--- config.mk ---
export PLATFORM = sky130hd
export DESIGN_NAME = x64_instruction_byte_encoder
export DESIGN_NICKNAME = d
export VERILOG_FILES = /design/src/hw/rtl/xie_pkg.sv /design/src/hw/rtl/xie_front.sv /design/src/hw/rtl/xie_queue.sv /design/src/hw/rtl/xie_back.sv /design/src/hw/rtl/x64_instruction_byte_encoder.sv
export SDC_FILE = /design/constraint.sdc
export NUM_CORES = 1
export LEC_CHECK = 0
export ABC_AREA = 1
export BUFFER_PORTS_ARGS = -buffer_cell sky130_fd_sc_hd__buf_2
export CORE_MARGIN = 4
export CORE_UTILIZATION = 25
export CTS_BUF_LIST = sky130_fd_sc_hd__clkbuf_16
export CTS_CLUSTER_DIAMETER = 40
export CTS_CLUSTER_SIZE = 40
export DETAILED_ROUTE_END_ITERATION = 8
export PLACE_DENSITY = 0.44
export SLEW_MARGIN = 20
export SYNTH_ARGS = -nofsm -noshare
export SYNTH_HDL_FRONTEND = slang
export SYNTH_SLANG_ARGS = --single-unit
--- constraint.sdc ---
create_clock -name clk -period 8.5 [get_ports clk]
set_input_delay 1.275 -clock clk [delete_from_list [all_inputs] [get_ports clk]]
set_output_delay 1.275 -clock clk [all_outputs]
set_load 0.01 [all_outputs]
--- src/hw/rtl/xie_pkg.sv ---
// Shared types and constants for the x86-64 instruction byte encoder.
`default_nettype none
package xie_pkg;
	localparam int MAX_BYTES = 10;
	localparam int QUEUE_DEPTH = 4;

	localparam logic [4:0] ACT_NOP = 5'd0;
	localparam logic [4:0] ACT_RET = 5'd1;
	localparam logic [4:0] ACT_SYSCALL = 5'd2;
	localparam logic [4:0] ACT_INT = 5'd3;
	localparam logic [4:0] ACT_PUSH = 5'd4;
	localparam logic [4:0] ACT_POP = 5'd5;
	localparam logic [4:0] ACT_MOV = 5'd6;
	localparam logic [4:0] ACT_XOR = 5'd7;
	localparam logic [4:0] ACT_AND = 5'd8;
	localparam logic [4:0] ACT_OR = 5'd9;
	localparam logic [4:0] ACT_CMP = 5'd10;
	localparam logic [4:0] ACT_TEST = 5'd11;
	localparam logic [4:0] ACT_ADD = 5'd12;
	localparam logic [4:0] ACT_SUB = 5'd13;
	localparam logic [4:0] ACT_CALL = 5'd14;
	localparam logic [4:0] ACT_JMP = 5'd15;

	localparam logic [2:0] ERR_OK = 3'd0;
	localparam logic [2:0] ERR_MISSING = 3'd1;
	localparam logic [2:0] ERR_BAD_DST = 3'd2;
	localparam logic [2:0] ERR_BAD_SRC = 3'd3;
	localparam logic [2:0] ERR_UNIMPL = 3'd4;

	typedef struct packed {
		logic [4:0] action;
		logic dst_present;
		logic dst_is_reg;
		logic [3:0] dst_reg;
		logic src_present;
		logic src_is_imm;
		logic src_is_reg;
		logic [3:0] src_reg;
		logic signed [63:0] immediate;
	} instr_t;

	typedef struct packed {
		logic [7:0] out_byte;
		logic last;
		logic [2:0] error_code;
	} result_t;

	typedef struct packed {
		logic [MAX_BYTES-1:0][7:0] bytes;
		logic [3:0] count;
		logic [2:0] err;
	} enc_t;
endpackage
`default_nettype wire

--- src/hw/rtl/xie_front.sv ---
// Front end: checks the operands of one instruction and builds its byte string.
`default_nettype none
module xie_front (
	input wire xie_pkg::instr_t instr,
	output xie_pkg::enc_t enc
);
	import xie_pkg::*;

	function automatic logic [7:0] rex(input logic w, input logic [3:0] r, input logic [3:0] b);
		rex = {4'h4, w, r[3], 1'b0, b[3]};
	endfunction

	function automatic logic [7:0] modrm(input logic [2:0] reg_f, input logic [3:0] rm);
		modrm = {2'b11, reg_f, rm[2:0]};
	endfunction

	function automatic logic [7:0] reg_opcode(input logic [4:0] act);
		case (act)
			ACT_MOV: reg_opcode = 8'h89;
			ACT_XOR: reg_opcode = 8'h31;
			ACT_AND: reg_opcode = 8'h21;
			ACT_OR: reg_opcode = 8'h09;
			ACT_CMP: reg_opcode = 8'h39;
			ACT_TEST: reg_opcode = 8'h85;
			ACT_ADD: reg_opcode = 8'h01;
			default: reg_opcode = 8'h29;
		endcase
	endfunction

	function automatic logic [2:0] group_digit(input logic [4:0] act);
		case (act)
			ACT_AND: group_digit = 3'd4;
			ACT_OR: group_digit = 3'd1;
			ACT_CMP: group_digit = 3'd7;
			ACT_ADD: group_digit = 3'd0;
			default: group_digit = 3'd5;
		endcase
	endfunction

	logic [7:0] b [MAX_BYTES];
	logic [3:0] n;
	logic [2:0] err;
	logic [63:0] imm;
	logic [3:0] d;
	logic [3:0] s;

	always_comb begin
		for (int i = 0; i < MAX_BYTES; i++) begin
			b[i] = 8'h00;
		end
		n = 4'd0;
		err = ERR_OK;
		imm = instr.immediate;
		d = instr.dst_reg;
		s = instr.src_reg;
		unique case (instr.action) inside
			ACT_NOP: begin
				b[n] = 8'h90; n = n + 4'd1;
			end
			ACT_RET: begin
				b[n] = 8'hC3; n = n + 4'd1;
			end
			ACT_SYSCALL: begin
				b[n] = 8'h0F; n = n + 4'd1;
				b[n] = 8'h05; n = n + 4'd1;
			end
			ACT_INT: begin
				if (!instr.dst_present) begin
					err = ERR_MISSING;
				end else if (imm == 64'd3) begin
					b[n] = 8'hCC; n = n + 4'd1;
				end else begin
					b[n] = 8'hCD; n = n + 4'd1;
					b[n] = imm[7:0]; n = n + 4'd1;
				end
			end
			ACT_PUSH, ACT_POP, ACT_CALL, ACT_JMP: begin
				if (!instr.dst_present) begin
					err = ERR_MISSING;
				end else if (!instr.dst_is_reg) begin
					err = ERR_BAD_DST;
				end else begin
					if (d[3]) begin
						b[n] = 8'h41; n = n + 4'd1;
					end
					if (instr.action == ACT_PUSH) begin
						b[n] = 8'h50 | {5'd0, d[2:0]}; n = n + 4'd1;
					end else if (instr.action == ACT_POP) begin
						b[n] = 8'h58 | {5'd0, d[2:0]}; n = n + 4'd1;
					end else begin
						b[n] = 8'hFF; n = n + 4'd1;
						b[n] = modrm((instr.action == ACT_CALL) ? 3'd2 : 3'd4, d);
						n = n + 4'd1;
					end
				end
			end
			ACT_MOV, ACT_XOR, ACT_AND, ACT_OR, ACT_CMP, ACT_TEST, ACT_ADD, ACT_SUB: begin
				if (!instr.dst_present || !instr.src_present) begin
					err = ERR_MISSING;
				end else if (!instr.dst_is_reg) begin
					err = ERR_BAD_DST;
				end else if (instr.action == ACT_XOR) begin
					if (!instr.src_is_reg) begin
						err = ERR_BAD_SRC;
					end else begin
						if (d != s) begin
							b[n] = rex(1'b1, s, d); n = n + 4'd1;
						end else if (d[3]) begin
							b[n] = rex(1'b0, s, d); n = n + 4'd1;
						end
						b[n] = 8'h31; n = n + 4'd1;
						b[n] = modrm(s[2:0], d); n = n + 4'd1;
					end
				end else if (!instr.src_is_imm && !instr.src_is_reg) begin
					err = ERR_BAD_SRC;
				end else if (instr.src_is_imm) begin
					b[n] = rex(1'b1, 4'd0, d); n = n + 4'd1;
					if (instr.action == ACT_MOV) begin
						b[n] = 8'hB8 | {5'd0, d[2:0]}; n = n + 4'd1;
						for (int k = 0; k < 8; k++) begin
							b[n] = imm[8*k +: 8]; n = n + 4'd1;
						end
					end else if (instr.action == ACT_TEST) begin
						b[n] = 8'hF7; n = n + 4'd1;
						b[n] = modrm(3'd0, d); n = n + 4'd1;
						for (int k = 0; k < 4; k++) begin
							b[n] = imm[8*k +: 8]; n = n + 4'd1;
						end
					end else begin
						// Add and sub clamp the immediate to the signed 32-bit range.
						if ((instr.action == ACT_ADD || instr.action == ACT_SUB)
							&& !((&imm[63:31]) || !(|imm[63:31]))) begin
							imm = imm[63] ? 64'hFFFF_FFFF_8000_0000 : 64'h0000_0000_7FFF_FFFF;
						end
						if ((&imm[63:7]) || !(|imm[63:7])) begin
							b[n] = 8'h83; n = n + 4'd1;
							b[n] = modrm(group_digit(instr.action), d); n = n + 4'd1;
							b[n] = imm[7:0]; n = n + 4'd1;
						end else begin
							b[n] = 8'h81; n = n + 4'd1;
							b[n] = modrm(group_digit(instr.action), d); n = n + 4'd1;
							for (int k = 0; k < 4; k++) begin
								b[n] = imm[8*k +: 8]; n = n + 4'd1;
							end
						end
					end
				end else begin
					b[n] = rex(1'b1, s, d); n = n + 4'd1;
					b[n] = reg_opcode(instr.action); n = n + 4'd1;
					b[n] = modrm(s[2:0], d); n = n + 4'd1;
				end
			end
			default: begin
				err = ERR_UNIMPL;
			end
		endcase
	end

	always_comb begin
		enc.err = err;
		if (err != ERR_OK) begin
			enc.count = 4'd1;
			enc.bytes = '0;
		end else begin
			enc.count = n;
			for (int i = 0; i < MAX_BYTES; i++) begin
				enc.bytes[i] = b[i];
			end
		end
	end
endmodule
`default_nettype wire

--- src/hw/rtl/xie_queue.sv ---
// Short queue of encoded instructions between the front end and the serializer.
`default_nettype none
module xie_queue #(
	parameter int DEPTH = xie_pkg::QUEUE_DEPTH
) (
	input wire clk,
	input wire arst_n,
	input wire wr,
	input wire xie_pkg::enc_t wr_data,
	output logic full,
	input wire rd,
	output logic not_empty,
	output xie_pkg::enc_t rd_data
);
	import xie_pkg::*;

	localparam int PW = (DEPTH > 1) ? $clog2(DEPTH) : 1;
	localparam int CW = $clog2(DEPTH + 1);

	enc_t entries_q [DEPTH];
	logic [PW-1:0] wr_ptr_q;
	logic [PW-1:0] rd_ptr_q;
	logic [CW-1:0] count_q;
	logic do_wr;
	logic do_rd;

	assign full = (count_q == CW'(DEPTH));
	assign not_empty = (count_q != '0);
	assign do_wr = wr && !full;
	assign do_rd = rd && not_empty;
	assign rd_data = entries_q[rd_ptr_q];

	always_ff @(posedge clk or negedge arst_n) begin
		if (!arst_n) begin
			wr_ptr_q <= '0;
			rd_ptr_q <= '0;
			count_q <= '0;
		end else begin
			if (do_wr) begin
				wr_ptr_q <= (wr_ptr_q == PW'(DEPTH - 1)) ? '0 : wr_ptr_q + PW'(1);
			end
			if (do_rd) begin
				rd_ptr_q <= (rd_ptr_q == PW'(DEPTH - 1)) ? '0 : rd_ptr_q + PW'(1);
			end
			if (do_wr && !do_rd) begin
				count_q <= count_q + CW'(1);
			end else if (do_rd && !do_wr) begin
				count_q <= count_q - CW'(1);
			end
		end
	end

	always_ff @(posedge clk) begin
		if (do_wr) begin
			entries_q[wr_ptr_q] <= wr_data;
		end
	end

	a_count_bound: assert property (@(posedge clk) disable iff (!arst_n)
		count_q <= CW'(DEPTH))
		else $error("queue occupancy beyond depth");
	a_count_track: assert property (@(posedge clk) disable iff (!arst_n)
		(do_wr && !do_rd) |=> (count_q == $past(count_q) + CW'(1)))
		else $error("queue occupancy did not grow on a lone write");
	a_ptr_gap: assert property (@(posedge clk) disable iff (!arst_n)
		(count_q == '0 || count_q == CW'(DEPTH)) |-> (wr_ptr_q == rd_ptr_q))
		else $error("queue pointers disagree with occupancy");
endmodule
`default_nettype wire

--- src/hw/rtl/xie_back.sv ---
// Back end: walks the bytes of the oldest encoded instruction into the result register.
`default_nettype none
module xie_back (
	input wire clk,
	input wire arst_n,
	input wire q_valid,
	input wire xie_pkg::enc_t q_data,
	output logic q_pop,
	output logic empty,
	input wire pop,
	output xie_pkg::result_t result
);
	import xie_pkg::*;

	logic [3:0] idx_q;
	logic out_valid_q;
	result_t result_q;
	logic load;
	logic at_last;

	assign load = q_valid && (!out_valid_q || pop);
	assign at_last = (idx_q == q_data.count - 4'd1);
	assign q_pop = load && at_last;
	assign empty = !out_valid_q;
	assign result = result_q;

	always_ff @(posedge clk or negedge arst_n) begin
		if (!arst_n) begin
			idx_q <= '0;
			out_valid_q <= 1'b0;
		end else begin
			if (load) begin
				out_valid_q <= 1'b1;
				idx_q <= at_last ? 4'd0 : idx_q + 4'd1;
			end else if (pop) begin
				out_valid_q <= 1'b0;
			end
		end
	end

	always_ff @(posedge clk) begin
		if (load) begin
			result_q.out_byte <= q_data.bytes[idx_q];
			result_q.last <= at_last;
			result_q.error_code <= q_data.err;
		end
	end

	a_idx_bound: assert property (@(posedge clk) disable iff (!arst_n)
		idx_q < 4'(MAX_BYTES))
		else $error("byte index beyond the longest encoding");
	a_last_rewinds: assert property (@(posedge clk) disable iff (!arst_n)
		q_pop |=> (idx_q == 4'd0) && result_q.last)
		else $error("final byte did not rewind the byte index");
endmodule
`default_nettype wire

--- src/hw/rtl/x64_instruction_byte_encoder.sv ---
// Top level of the x86-64 instruction byte encoder.
// Each accepted request is one parsed instruction; it comes back as 1 to 10 results, one
// machine code byte each, with last set on the final byte, or as a single result with a
// nonzero error code. The front end encodes an instruction in the cycle it is pushed and
// files it into a queue of QUEUE_DEPTH entries, so push is taken every cycle while the
// queue has room. The serializer emits one byte per cycle while the result register is empty
// or is popped; an instruction has as many results as bytes (1 to 10, ten for mov with a
// 64-bit immediate). Each byte is held in a queue entry and then in the result register.
`default_nettype none
module x64_instruction_byte_encoder #(
	parameter int QUEUE_DEPTH = xie_pkg::QUEUE_DEPTH
) (
	input wire clk,
	input wire arst_n,
	input wire push,
	output logic full,
	input wire xie_pkg::instr_t instr,
	output logic empty,
	input wire pop,
	output xie_pkg::result_t result
);
	import xie_pkg::*;

	enc_t enc;
	enc_t head;
	logic head_valid;
	logic head_pop;

	xie_front u_front (
		.instr(instr),
		.enc(enc)
	);

	xie_queue #(
		.DEPTH(QUEUE_DEPTH)
	) u_queue (
		.clk(clk),
		.arst_n(arst_n),
		.wr(push),
		.wr_data(enc),
		.full(full),
		.rd(head_pop),
		.not_empty(head_valid),
		.rd_data(head)
	);

	xie_back u_back (
		.clk(clk),
		.arst_n(arst_n),
		.q_valid(head_valid),
		.q_data(head),
		.q_pop(head_pop),
		.empty(empty),
		.pop(pop),
		.result(result)
	);
endmodule
`default_nettype wire
==> results of run 1 <==
cell type report:
class,instances,area share
Clock buffer,67,0.0779
Multi-Input combinational cell,1055,0.262
Inverter,172,0.0303
Clock inverter,55,0.0274
Sequential cell,372,0.516
Timing Repair Buffer,123,0.0314
Tap cell,940,0.0546
final timing paths:
| kind | slack, ps | endpoint | start |
|---|---|---|---|
| min in group asynchronous | 570 | u_back.idx_q[3]$_DFFE_PN0P_ | arst_n |
| max in group asynchronous | 7670 | u_queue.rd_ptr_q[0]$_DFFE_PN0P_ | arst_n |
| worst max-delay path | 3940 | u_queue.count_q[1]$_DFFE_PN0P_ | u_queue.rd_ptr_q[0]$_DFFE_PN0P_ |
| worst min-delay path | 550 | u_back.out_valid_q$_DFFE_PN0P_ | u_back.out_valid_q$_DFFE_PN0P_ |
| worst min register to register | 550 | u_back.out_valid_q$_DFFE_PN0P_ | u_back.out_valid_q$_DFFE_PN0P_ |
| worst max register to register | 3940 | u_queue.count_q[1]$_DFFE_PN0P_ | u_queue.rd_ptr_q[0]$_DFFE_PN0P_ |
through the flow:
stage / utilization / hold WS (ps) / cells / total power, mW
floorplan: - / 522 / 1692 / 3.92
global placement: 0.274 / 535 / 2662 / 4.80
detailed placement: 0.274 / 544 / 2662 / 4.81
CTS: 0.306 / 554 / 2784 / 7.50
global route: 0.306 / 575 / 2784 / 7.80
finish: 0.306 / 549 / 2784 / 7.40
kinds of logic (layout without fill, tap and decap cells):
group / after synthesis / in the layout / synth area share
and+or+nand+nor: 596 / 596 / 0.153
AOI/OAI and AO/OA: 437 / 437 / 0.147
buffers and inverters: 265 / 417 / 0.0611
xor gates and xnor gates: 8 / 8 / 0.00394
adders and majority gates: 14 / 14 / 0.0103
DFF: 372 / 372 / 0.624
registers in the layout, summed over array words and instances, names as in the netlist:
register,count
u_queue.entries_q,348
u_back.result,12
u_back.idx_q,4
u_queue.count_q,3
u_queue.rd_ptr_q,2
u_queue.wr_ptr_q,2
u_back.out_valid_q,1
cells in the mapped netlist, types with 15 or more instances:
cell type  count
nand3_1       63
nor2_4        15
o22ai_1       59
nand2_1      159
o211ai_1      23
nand4_1       37
inv_1        161
a21oi_1       59
o221ai_1      52
edfxtp_1     360
nor2_1       273
o21ai_0      211
clkbuf_1      74
metal layers:
| metal | wire length (µm) | vias to the layer above | track usage |
|---|---|---|---|
| li1 | - | 6333 | - |
| met1 | 26500 | 6635 | 0.213 |
| met2 | 27300 | 502 | 0.246 |
| met3 | 3720 | 122 | 0.0310 |
| met4 | 2320 | 0 | 0.0614 |
| met5 | 0 | - | 0 |
report_power, final:
part           internal, mW  total, mW  switching, mW  leakage [nW]
clock network          1.67       2.66          0.991          1.09
logic                 0.556       2.08           1.53          3.21
registers              2.45       2.66          0.201          3.52
worst max-delay path, stage by stage (launching register included):
cell and delay, ps:
dfrtp_4 760, inv_4 590, buf_4 710, nand2_1 110, a32o_1 280, a2111oi_0 400
nand2_1 190, nor2_1 250, inv_1 120, ha_1 200, inv_1 90, fa_1 410
nor2_1 110, a21oi_1 50
==> impl_metrics.yaml, run 1 <==
logic_synthesis:
  synth_area_leaders: "edfxtp_1, o21ai_0, nor2_1"
  yosysUniqueCellTypes: 54
  synthFlopType: "edfxtp_1"
  asyncSetResetFlopFracSynth: 0.0323
  synth_warnings: 0
  yosys_register_bits: 372
  post-synth-top-area-fraction: 0.607
  postSynthNetCount: 1792
  synth.yosys.seq_area_share: 0.624
  synth_top_area_cell: "edfxtp_1"
  syn_area_um2: 17800
  syn_inst: 1692
  syn-mean-instance-area_um2: 10.5
  synth-edff-count: 360
finish:
  multi_input_gate_area_in_the_final_layout_um2: 5640
  most_common_cell_after_layout_fill_and_taps_aside: "edfxtp_1"
  final_cell_mix: "edfxtp_1, nor2_1, o21ai_0"
  fill_cells: 7264
  nNetsFinal: 1890
  area_delta_synth_final_pct: 21.0
  drive_gt1_frac: 0.165
  n_antenna_cell: 0
  seq_area_um2: 11100
  finish.instance_area_um2: 21500
placed_design:
  number_of_buffer_cells_added_on_primary_ports: 99
  place.detailed.hpwl_um: 38900
  dpl_cell_area_um2: 19300
  pre_cts_ws_ps: 3900
  routability_congestion_estimate_from_global_placement: 0.900
clock_network:
  cts_buffers: 66
  post_cts_resized: 0
  path_clk_slew_ps: 50
  clock_sinks: 372
  post_cts_hold_buffer_count: 0
  tritoncts: "done"
  ctsHtreeMaxLevel: 3
  post-cts-setup-buffers: 0
  cts-root-to-sink-buffers: 3
  clock-root-buffer: "clkbuf_16"
  clk-insertion-delay-late_ps: 590
timing:
  setup_violators_final: 0
  fin_tns_setup_ps: 0
  final-max-slew-violation-count: 0
  period_needed_ps: 4560
  clock.fmax_ghz: 0.220
  slew-limit-headroom: 0.314
  layout_setup_ws_ps: 3940
  timing.clock.skew_ps: 19.2
  rsz0062_at_grt: "no"
  hold_violations: 0
  worstMarginPinSlew_ps: 1030
  timing.final.crit_share: 0.536
global_route:
  grt_pass1_vias: 13400
  grtUsageTotal: 0.156
  number_of_antenna_violations_at_the_first_check_in_global_routing: 0
  first_pass_grt_wire_length_um: 88100
  grt_start_max_net_pins: 69
  grt_overflow: 0
routing:
  drt_iter0_markers: 1111
  drt.antenna.violating_nets: 0
  vias: 13600
  vias_per_cell: 4.88
  routed_wirelength_um: 59800
  drc: 0
  tritonroute_pass_1_iters: 5
  wirelength_per_cell_um: 21.5
power_and_ir_drop:
  power_density_nw_per_um2: 344
  vdd.ir_drop.worst_mv: 0.208
  power.leakage_nw: 7.81
critical_path:
  critical_setup_path_kind: "reg -> reg"
  crit_fanout: 68
  critical_path_required_ps: 8960
  critical_path_endpoint_category: "flip-flop"
  start_kind: "flip-flop"
  crit_arrival_ps: 5020
  timing.reg2reg.worst_path_depth: 13
floorplanning:
  floorplan.core_area_um2: 70300
  die-height_um: 275
  ioPinCount: 100
  initial_utilization: 0.253
  fp-row-count: 97
  die_width_um: 275
  die_area_um2: 75500
min_path:
  worst_min_delay_path_class: "reg -> reg"
  timing.hold.worst_path_depth: 2
run:
  drv.max_cap_violation_count: 0
run_status:
  status: "completed"
No activity file was read; power rests on OpenSTA's default activity.
==> inputs of run 2 (changes only) <==
- ABC_AREA: 1 -> 0
- PLACE_DENSITY: 0.44 -> 0.45
- clock period: 8.5 -> 4.3 ns (I/O delays scaled with it)
==> impl_metrics.yaml, run 2 <==
logic_synthesis:
  post-synth-top-area-fraction: 0.651
  yosysUniqueCellTypes: 64
  synthTopCellsByCount: "edfxtp_1, mux4_2, o21ai_0"
  synthFlopType: "edfxtp_1"
  synth_top_area_cell: "edfxtp_1"
  synth_warnings: 0
  asyncSetResetFlopFracSynth: 0.0323
  most_used_standard_cell_by_instance_count_after_synthesis: "edfxtp_1"
  synth_area_leaders: "edfxtp_1, mux4_2, o21ai_0"
  syn_inst: 1012
  syn_area_um2: 16600
  synth-edff-count: 360
  yosys_register_bits: 372
  synth.yosys.seq_area_share: 0.669
  syn-mean-instance-area_um2: 16.4
  postSynthNetCount: 1112
finish:
  area_delta_synth_final_pct: 22.8
  most_common_cell_after_layout_fill_and_taps_aside: "edfxtp_1"
  finish.instance_area_um2: 20400
  max_reg_flops: 348
  fill_cells: 6524
  drive_gt1_frac: 0.306
  largest_register: "u_queue.entries_q"
  final_cell_mix: "edfxtp_1, mux4_2, buf_2"
  nNetsFinal: 1251
  multi_input_gate_area_in_the_final_layout_um2: 5190
  seq_area_um2: 11100
timing:
  final-max-slew-violation-count: 0
  worstMarginPinSlew_ps: 777
  timing.clock.skew_ps: 18.7
  period_needed_ps: 3460
  layout_setup_ws_ps: 839
  clock.fmax_ghz: 0.289
  rsz0062_at_grt: "no"
  hold_violations: 0
  timing.final.crit_share: 0.805
  slew-limit-headroom: 0.482
  fin_tns_setup_ps: 0
  setup_violators_final: 0
clock_network:
  clock_sinks: 372
  path_clk_slew_ps: 50
  clk-insertion-delay-late_ps: 610
  post-cts-setup-buffers: 0
  clock-root-buffer: "clkbuf_16"
  ctsHtreeMaxLevel: 2
  tritoncts: "done"
  cts-root-to-sink-buffers: 3
  cts_buffers: 61
placed_design:
  place.detailed.hpwl_um: 34400
  pre_cts_ws_ps: 704
  dpl_cell_area_um2: 18300
  routability_congestion_estimate_from_global_placement: 0.882
  number_of_buffer_cells_added_on_primary_ports: 99
run_status:
  status: "completed"
critical_path:
  crit_arrival_ps: 3940
  critical_setup_path_kind: "reg -> reg"
  worst_path_largest_cell_delay_ps: 590
  critical_path_required_ps: 4780
  crit_fanout: 12
  timing.critical_path.cells: "mux4_2 -> inv_1 -> ha_1 -> xor2_1 -> xnor2_1 -> nand2_1 -> a311oi_2 -> nand2_2 -> ha_1 -> inv_1 -> fa_1 -> mux2_2"
  start_kind: "flip-flop"
  crit_slowest_cell: "dfrtp_4"
  critical_path_endpoint_category: "flip-flop"
global_route:
  grtUsageTotal: 0.143
  grt_overflow: 0
  grt_start_max_net_pins: 65
  grt_pass1_vias: 10400
  first_pass_grt_wire_length_um: 74400
  number_of_antenna_violations_at_the_first_check_in_global_routing: 11
power_and_ir_drop:
  power.leakage_nw: 7.03
  power_density_nw_per_um2: 659
  vdd.ir_drop.worst_mv: 0.343
routing:
  vias: 10300
  drc: 0
  vias_per_cell: 4.96
  drt.antenna.violating_nets: 0
  tritonroute_pass_1_iters: 5
  drt_iter0_markers: 837
  routed_wirelength_um: 51300
  wirelength_per_cell_um: 24.8
floorplanning:
  fp-row-count: 94
  die-height_um: 266
  initial_utilization: 0.252
  die_width_um: 266
  die_area_um2: 70600
  ioPinCount: 100
  floorplan.core_area_um2: 65900
run:
  drv.max_cap_violation_count: 0
min_path:
  worst_min_delay_path_class: "in -> reg"
[run 2: cell count changes in the layout (fill, tap and decap cells not counted), moves of 24 or more]
cell	previous run	this run
o22ai_1	59	25
mux4_2	0	103
nand2_1	159	56
o221ai_1	52	3
nand3_1	63	15
o21ai_0	211	61
nor2_1	269	33
a21oi_1	59	18
inv_1	163	20
and3_1	0	24
[run 2: report_power, final]
| part | internal [mW] | switching (mW) | total, mW |
|---|---|---|---|
| Sequential | 4.74 | 0.261 | 5.00 |
| Clock | 3.06 | 1.80 | 4.86 |
| Combinational | 1.57 | 2.01 | 3.59 |
[run 2: worst max-delay path, delay by kind of cell (launching register included)]
family | cells | cell delay, ps
AO/OA/AOI/OAI | 1 | 400
XOR/XNOR | 2 | 310
adder cells (fa/ha/maj) | 3 | 820
buffers and inverters | 2 | 140
flip-flops | 1 | 590
multiplexers | 2 | 840
AND/OR/NAND/NOR | 2 | 260
[run 2: worst paths after layout]
kind / cells past startpoint / start / slack [ps] / endpoint
setup / recovery: 12 / u_queue.rd_ptr_q[0]$_DFFE_PN0P_ / 840 / u_queue.count_q[1]$_DFFE_PN0P_
hold / removal: 2 / pop / 270 / u_back.out_valid_q$_DFFE_PN0P_
setup reg to reg: 12 / u_queue.rd_ptr_q[0]$_DFFE_PN0P_ / 840 / u_queue.count_q[1]$_DFFE_PN0P_
hold reg to reg: 1 / u_queue.count_q[2]$_DFFE_PN0P_ / 490 / u_queue.count_q[2]$_DFFE_PN0P_
max in group asynchronous: 2 / arst_n / 3510 / u_queue.rd_ptr_q[0]$_DFFE_PN0P_
min in group asynchronous: 2 / arst_n / 500 / u_queue.count_q[2]$_DFFE_PN0P_
[run 2: cells by family after synthesis]
| group | after synthesis | synth area share |
|---|---|---|
| flops | 372 | 0.669 |
| xor+xnor | 12 | 0.00633 |
| compound gates | 197 | 0.0772 |
| fa+ha+maj | 14 | 0.0110 |
| simple gates | 220 | 0.0688 |
| mux | 116 | 0.148 |
| buf+inv | 81 | 0.0200 |
[run 2: layout make-up]
| type | instances | share of cell area |
|---|---|---|
| Antenna cell | 4 | 0.000491 |
| Clock buffer | 63 | 0.0773 |
| Clock inverter | 50 | 0.0243 |
| Inverter | 20 | 0.00368 |
| Multi-Input combinational cell | 559 | 0.255 |
| Sequential cell | 372 | 0.545 |
| Tap cell | 864 | 0.0530 |
| Timing Repair Buffer | 137 | 0.0415 |
[run 2: metrics by stage]
step | util | std cells | total power, mW | hold WS, ps
final | 0.310 | 2069 | 13.4 | 265
after global routing | 0.309 | 2065 | 14.1 | 240
after CTS | 0.309 | 2065 | 13.7 | 236
after detailed placement | 0.278 | 1951 | 8.78 | 486
after global placement | 0.278 | 1951 | 8.76 | 480
after floorplan | - | 1012 | 7.37 | 349
[run 2: repair_timing]
| item | in CTS | in global routing |
|---|---|---|
| hold buffers | 1 | 0 |
| resized for setup | 0 | 0 |
| endpoints found under the setup margin | 0 | 0 |
| hold endpoints to repair | 12 | 0 |
[run 2: routing by layer]
metal | wire length [µm] | vias to the layer above | track usage
li1 | - | 4488 | -
met4 | 963 | 0 | 0.0314
met3 | 3510 | 77 | 0.0296
met1 | 22200 | 5303 | 0.199
met2 | 24600 | 403 | 0.233
met5 | 0 | - | 0
